[src/design/assert_macros.svh]
// ----------------------------------------------------------------------------
// Assertion macros
// Shared concurrent assertion forms for the histogram builder. They compile
// away when SYNTHESIS is defined.
// ----------------------------------------------------------------------------
`ifndef ASSERT_MACROS_SVH
`define ASSERT_MACROS_SVH

`ifndef SYNTHESIS
// Check that a condition implies another in the same cycle
`define ASSERT_IMPL(lbl, clk, rst, cond, prop) \
  lbl: assert property (@(posedge clk) disable iff (rst) (cond) |-> (prop)) \
    else $error("assertion failed: same-cycle implication");
// Check that a condition implies another in the next cycle
`define ASSERT_NEXT(lbl, clk, rst, cond, prop) \
  lbl: assert property (@(posedge clk) disable iff (rst) (cond) |=> (prop)) \
    else $error("assertion failed: next-cycle implication");
`else
`define ASSERT_IMPL(lbl, clk, rst, cond, prop)
`define ASSERT_NEXT(lbl, clk, rst, cond, prop)
`endif

`endif

[src/design/chb_pkg.sv]
// ----------------------------------------------------------------------------
// Color histogram builder package
// Operation codes, pixel thresholds, controller states and the command and
// status bundles between controller and datapath.
// ----------------------------------------------------------------------------
`default_nettype none

package chb_pkg;

  // Operation codes carried by an input transaction
  typedef enum logic [1:0] {
    OP_PIXEL = 2'd0,
    OP_READ  = 2'd1,
    OP_CLEAR = 2'd2,
    OP_NONE  = 2'd3
  } op_t;

  // Pixel qualification thresholds
  localparam logic [7:0] ALPHA_MIN   = 8'd125;
  localparam logic [7:0] WHITE_LEVEL = 8'd250;

  // Reset value of the min trackers
  localparam logic [7:0] MIN_RESET = 8'd255;

  // Controller states
  typedef enum logic [5:0] {
    ST_INIT   = 6'b000001,
    ST_IDLE   = 6'b000010,
    ST_READ   = 6'b000100,
    ST_UPDATE = 6'b001000,
    ST_SWEEP  = 6'b010000,
    ST_DONE   = 6'b100000
  } state_t;

  // Commands from controller to datapath
  typedef struct packed {
    logic capture;   // latch the accepted input transaction
    logic sweep_we;  // write zero at the sweep pointer and advance it
    logic update;    // apply the captured item to bins and trackers
    logic clr_trk;   // reset trackers and stride position
    logic load_out;  // load the result register
  } chb_cmd_t;

  // Status from datapath to controller
  typedef struct packed {
    logic sweep_last;  // sweep pointer sits on the last bin
    logic op_clear;    // captured operation is a clear
  } chb_status_t;

endpackage

`default_nettype wire

[src/design/chb_ctrl.sv]
// ----------------------------------------------------------------------------
// Color histogram builder controller
// Sequences one transaction at a time: capture, memory read, update or clear
// sweep, then result hand-off. Also runs the clearing pass after reset.
// ----------------------------------------------------------------------------
`default_nettype none

module chb_ctrl (
  input  wire                  clk,
  input  wire                  rst,
  input  wire                  in_valid,
  output logic                 in_ready,
  input  wire                  out_ready,
  output logic                 out_valid,
  input  chb_pkg::chb_status_t status,
  output chb_pkg::chb_cmd_t    cmd
);
  import chb_pkg::*;

  state_t state;
  state_t state_next;
  logic   slot_free;

  // Result register can take a new result this cycle
  assign slot_free = !out_valid || out_ready;

  // Next state and commands
  always_comb begin
    state_next = state;
    cmd        = '0;
    in_ready   = 1'b0;
    unique case (state)
      ST_INIT: begin
        cmd.sweep_we = 1'b1;
        if (status.sweep_last) begin
          state_next = ST_IDLE;
        end
      end
      ST_IDLE: begin
        in_ready = 1'b1;
        if (in_valid) begin
          cmd.capture = 1'b1;
          state_next  = ST_READ;
        end
      end
      ST_READ: begin
        state_next = status.op_clear ? ST_SWEEP : ST_UPDATE;
      end
      ST_UPDATE: begin
        cmd.update = 1'b1;
        state_next = ST_DONE;
      end
      ST_SWEEP: begin
        cmd.sweep_we = 1'b1;
        if (status.sweep_last) begin
          cmd.clr_trk = 1'b1;
          state_next  = ST_DONE;
        end
      end
      ST_DONE: begin
        if (slot_free) begin
          cmd.load_out = 1'b1;
          state_next   = ST_IDLE;
        end
      end
      default: begin
        state_next = ST_INIT;
      end
    endcase
  end

  // Advance state; hold the result valid until the transaction completes
  always_ff @(posedge clk) begin
    if (rst) begin
      state     <= ST_INIT;
      out_valid <= 1'b0;
    end else begin
      state <= state_next;
      if (cmd.load_out) begin
        out_valid <= 1'b1;
      end else if (out_ready) begin
        out_valid <= 1'b0;
      end
    end
  end

endmodule

`default_nettype wire

[config.mk]
export PLATFORM = sky130hd
export DESIGN_NAME = chb_ctrl
export DESIGN_NICKNAME = d
export VERILOG_FILES = /design/src/design/assert_macros.svh /design/src/design/chb_pkg.sv /design/src/design/chb_ctrl.sv
export SDC_FILE = /design/constraint.sdc
export NUM_CORES = 1
export LEC_CHECK = 0
export BUFFER_PORTS_ARGS = -buffer_cell sky130_fd_sc_hd__buf_2
export CAP_MARGIN = 10
export CORE_MARGIN = 1.5
export CORE_UTILIZATION = 30
export DETAILED_ROUTE_END_ITERATION = 8
export GPL_TIMING_DRIVEN = 0
export PLACE_DENSITY = 0.62
export SLEW_MARGIN = 20
export SYNTH_ARGS = -nofsm -noshare
export SYNTH_HDL_FRONTEND = slang
export SYNTH_SLANG_ARGS = --single-unit
[constraint.sdc]
create_clock -name clk -period 1.6 [get_ports clk]
set_input_delay 0.24 -clock clk [delete_from_list [all_inputs] [get_ports clk]]
set_output_delay 0.24 -clock clk [all_outputs]
set_load 0.05 [all_outputs]
# Yosys cells after proc, flatten, opt, wreduce, memory -nomap -nowiden
# Cells that the tools add are included.
[op_classes] addsub=0 mul=0 div=0 magnitude_cmp=0 eq_ne=10 shift=0 n_mux=17 bitwise=0 reduce_logical=5
[ops] operator="6-bit case mux with 6 select lines" count=1
[ops] operator="6-bit two-way mux" count=4
[ops] operator="1-bit two-way mux" count=11
[ops] operator="2-bit != test, second input constant" count=4
[ops] operator="6-bit by 1-bit == test with 1-bit output, second input constant" count=1
[ops] operator="6-bit by 2-bit == test with 1-bit output, second input constant" count=1
[ops] operator="6-bit by 3-bit == test with 1-bit output, second input constant" count=1
[ops] operator="6-bit by 4-bit == test with 1-bit output, second input constant" count=1
[ops] operator="6-bit by 5-bit == test with 1-bit output, second input constant" count=1
[ops] operator="6-bit == test, second input constant" count=1
[ops] operator="5-bit two-way mux" count=1
[ops] operator="4-bit AND reduction" count=1
[ops] operator="2-bit nonzero test" count=1
[ops] operator="2-bit OR reduction" count=1
[ops] operator="1-bit logical NOT" count=1
[ops] operator="1-bit logical OR" count=1
[word_totals] regBits=7 latch_bits=0 ramBits=0 romBits=0 in_bits=6 out_inout_bits=7 wordCells=34 memories=0

# Longest topological paths before layout
[logic_depth] word_depth=5 mapped_depth=5

# Least setup slack after synthesis
# No wires, ideal clock.
[synth_timing] kind="register to register" start="register state[1]" end="register state[2]" setup_time_ns=0.080 t_arrival_ns=1.846 required_time_ns=1.520 setup_slack_ns=-0.326 path_stages_with_launch=5 path_buffers=1 period_less_slack_ns=1.926 path_cell_list="dfxtp_1 > clkbuf_1 > and4b_1 > and2_1 > nor3b_1"
[synth_via] elab_chain_cells=3
[synth_lines] element="start, declared" line="chb_ctrl.sv:20" text="state_t state;"
[synth_lines] element="start signal, assigned" line="chb_ctrl.sv:78" text="state <= state_next;"
[synth_lines] element="6-bit == test, or another cell as far along" line="chb_ctrl.sv:32" text="unique case (state)"
[synth_lines] element="2-bit != test (no source line)"
[synth_lines] element="4-bit AND reduction (no source line)"
# Parallel ways exist; a longest one is shown, timed or not.
# A chain may end at the register's enable or synchronous reset.

# Final worst setup path
[layout_timing] start="register state[5]" end="register state[3]"
# Same word-level chain as after synthesis.

==> metrics <==
total number of nets in the final design 77; area share of the leading cell type in the synthesized netlist between 30% and 40%; number of buffers added on ports 11; start point of the critical path state[5]; end of the worst hold path state[3]; critical hold path startpoint status[0]; Cells on Worst Hold Path 2; largest cells by area after synthesis sky130_fd_sc_hd__dfxtp_1 (32%), sky130_fd_sc_hd__nor2_1 (6.1%), sky130_fd_sc_hd__nor2b_1 (4.3%); number of buffers added to fix hold violations after cts 0; cell internal power dissipation roughly 0.53 mW; Final setup violation count 8; average via count per standard cell approximately 5.3; flop2flop setup slack -70 ps; first-pass GRT wire length about 1.7 mm; Starting Density about a third; final number of hold-violating endpoints 0; Netlist cell types 28; post-route setup slack -71.0 ps; Min-Delay Path Class primary input to flip-flop; clock tree from TritonCTS built; Clock Tree Buf Depth 2; share of total power consumed by net switching around two fifths; clock network fraction of total power a little under a fifth; clk root buf sky130_fd_sc_hd__clkbuf_4; Max-slew headroom 69.4%; series of cell instances along the critical path or4_4 -> buf_6 -> nor3_4 -> o21bai_4 -> nor4_1; required time of the critical path around 1700 ps; via total after detailed routing 450; cell type with the highest aggregate area in the netlist sky130_fd_sc_hd__dfxtp_1; launching element type of the critical path flip-flop; Max Slew Vio Count 0; number of inserted diodes 0; critical path fanouts, max 4; clock sink count 7; drc violations 0; # Max-Cap Violations 0; worst slew pin tran between 400 and 500 ps; # IOs 13; Post-Syn Nets 57; final weighted congestion in routability-driven placement 0.731; share of the yosys chip area belonging to registers roughly 32%; largest net degree at the start of global routing 10; worst setup path class flip-flop to flip-flop; sequential share of power between 20% and 30%; routed len/inst 12.8 um; dpl cell area between 500 and 600 sq um; setup repair after global routing missed its margin true; gate count of the mapped netlist about 50; reg-to-reg critical path startpoint state[5]; Final period util 104%; capturing element type of the critical path flip-flop; Highest Clock Rate between 0.5 and 0.6 GHz; Pwr per Cell Area 1340 nW/um^2; Largest stage delay, worst path ~560 ps; total of fill cells in the finished design around 140; final worst clock skew about 2.2 ps; Chip Width around 41 um; Die Y between 40 and 50 um; final worst path period need 1670 ps; total overflow reported by the global router 0; TritonCTS buffer count 3; slowest stage cell on the critical path sky130_fd_sc_hd__or4_4; end-of-flow core utilization between 50% and 60%; Synth Cell Area roughly 430 sq um; number of global-route vias before repair about 380; Tot GR Track Use roughly 17%; Arr. time, crit path 1800 ps; Max H-tree Level 1; worst flop-to-flop path endpoint state[3]; num rows 13; HPWL after DPL roughly 660 um; switching pwr between 0.3 and 0.4 mW; mean cell area of the mapped netlist between 8 and 9 sq um; maximum vdd drop between 0.9 and 1 mV; Worst Reg2Reg Path Length in Cells 5; Layout Cell Area excl Fill around 680 sq um; worst skew pair latency roughly 260 ps; DRT antenna net count 0; flops & latches, synth 7; initial antenna violation count 0; violations in the final reports negative setup slack; Worst Hold Margin 152 ps; combinational group share of total power between 50% and 60%; proportion of layout cells with a drive suffix above 1 between 50 and 60%; Die Footprint around 1700 sq um; area grow syn2layout 56.4%; number of iterations in the first detailed-routing pass 4; Setup TNS Final -361 ps; area of the core 1320 sq um; violation count after the first detailed-route iteration 8; Design Power about 0.91 mW; Leakage Power ~0.27 nW; outcome finished with violations; Synth warnings 0; total wire length about 1.1 mm; Worst-path clk slew 50 ps
Yosys cell counts:
cell                       number
sky130_fd_sc_hd__o21bai_2       1
sky130_fd_sc_hd__nand4b_1       1
sky130_fd_sc_hd__a21oi_1        3
sky130_fd_sc_hd__nand3b_1       2
sky130_fd_sc_hd__nor3b_1        1
sky130_fd_sc_hd__nand3_1        1
sky130_fd_sc_hd__o311ai_0       1
sky130_fd_sc_hd__nor4_2         1
sky130_fd_sc_hd__nand2_1        3
sky130_fd_sc_hd__o31ai_1        1
sky130_fd_sc_hd__clkbuf_1       2
sky130_fd_sc_hd__xnor2_1        1
sky130_fd_sc_hd__nor2_1         7
sky130_fd_sc_hd__and4b_1        1
sky130_fd_sc_hd__nand2b_1       1
sky130_fd_sc_hd__o22a_1         1
sky130_fd_sc_hd__buf_2          1
sky130_fd_sc_hd__xor2_1         2
sky130_fd_sc_hd__nor3_4         1
sky130_fd_sc_hd__or4_4          1
sky130_fd_sc_hd__nor4b_1        1
sky130_fd_sc_hd__and3_1         1
sky130_fd_sc_hd__dfxtp_1        7
sky130_fd_sc_hd__a221oi_1       1
sky130_fd_sc_hd__nor2b_1        3
sky130_fd_sc_hd__nor4_1         2
sky130_fd_sc_hd__o21ai_0        1
sky130_fd_sc_hd__and2_1         2
per-stage QoR:
step | cells | setup WS, ps
after floorplan | 51 | 39.4
after global placement | 77 | -117
after detailed placement | 77 | -117
after CTS | 85 | -58.0
after global routing | 85 | -131
final | 85 | -71.0
power groups by stage:
stage | combinational [mW] | sequential, mW | clock [mW]
detailed placement | 0.417 | 0.209 | 0
global placement | 0.413 | 0.207 | 0
floorplan | 0.352 | 0.206 | 0
CTS | 0.436 | 0.266 | 0.172
global route | 0.508 | 0.274 | 0.182
finish | 0.472 | 0.267 | 0.167
placed cells by master, fill, tap and decap left out, types with 2 or more instances in the layout:
| master | netlist | final |
|---|---|---|
| sky130_fd_sc_hd__dfxtp_2 | 0 | 3 |
| sky130_fd_sc_hd__buf_4 | 0 | 8 |
| sky130_fd_sc_hd__dfxtp_4 | 0 | 3 |
| sky130_fd_sc_hd__buf_2 | 1 | 5 |
| sky130_fd_sc_hd__clkbuf_1 | 2 | 2 |
| sky130_fd_sc_hd__xor2_1 | 2 | 2 |
| sky130_fd_sc_hd__nand3b_1 | 2 | 2 |
| sky130_fd_sc_hd__nor2_1 | 7 | 5 |
| sky130_fd_sc_hd__nor2b_1 | 3 | 2 |
| sky130_fd_sc_hd__nand2_1 | 3 | 3 |
| sky130_fd_sc_hd__a21oi_1 | 3 | 3 |
| sky130_fd_sc_hd__buf_8 | 0 | 3 |
| sky130_fd_sc_hd__clkbuf_4 | 0 | 3 |
routing by layer:
metal / vias to the layer above / track usage, % / routed length (um)
li1: 225 / - / -
met1: 206 / 19.2 / 473
met2: 15 / 25.8 / 524
met3: 4 / 5.43 / 60
met4: 0 / 12.5 / 31
met5: - / 0 / 0
logic make-up (layout without fill, tap and decap cells):
kind of cell              count (synthesis)  after routing  synth area share [%]
and+or+nand+nor                          29             29                  43.6
AOI/OAI and AO/OA                         9              9                  15.0
buffers and inverters                     3             22                  2.89
DFF                                       7              7                  32.4
xor gates and xnor gates                  3              3                  6.07
critical path: cells and delay by family, from the launching register on:
kind	cells	cell delay, ps
compound gates	1	180
buf+inv	1	140
simple gates	3	860
flops	1	360
state kept, by name, indices dropped and copies added, names as in the netlist:
signal,flops
out_valid,1
state,6
worst max path at each step:
stage / cells past startpoint / slack, ps / endpoint
global route: 5 / -130 / state[1]
floorplan: 4 / 40 / state[2]
finish: 5 / -70 / state[3]
CTS: 3 / -60 / cmd[3]
global placement: 5 / -120 / cmd[0]
detailed placement: 5 / -120 / cmd[0]
area by class of cell:
cell class	count	area (sq um)	area share, %
Sequential cell	7	155	22.9
Timing Repair Buffer	17	141	20.9
Clock buffer	4	26.3	3.88
Multi-Input combinational cell	41	332	49.0
Buffer	1	3.75	0.555
Tap cell	15	18.8	2.77
timing repair:
item / CTS / global route
setup buffers: 6 / 0
gates resized for setup: 23 / 6
pin swaps: 5 / 3
endpoints found under the hold margin: 0 / 0
setup endpoints to repair: 6 / 10
No activity file was read; power rests on OpenSTA's default activity.
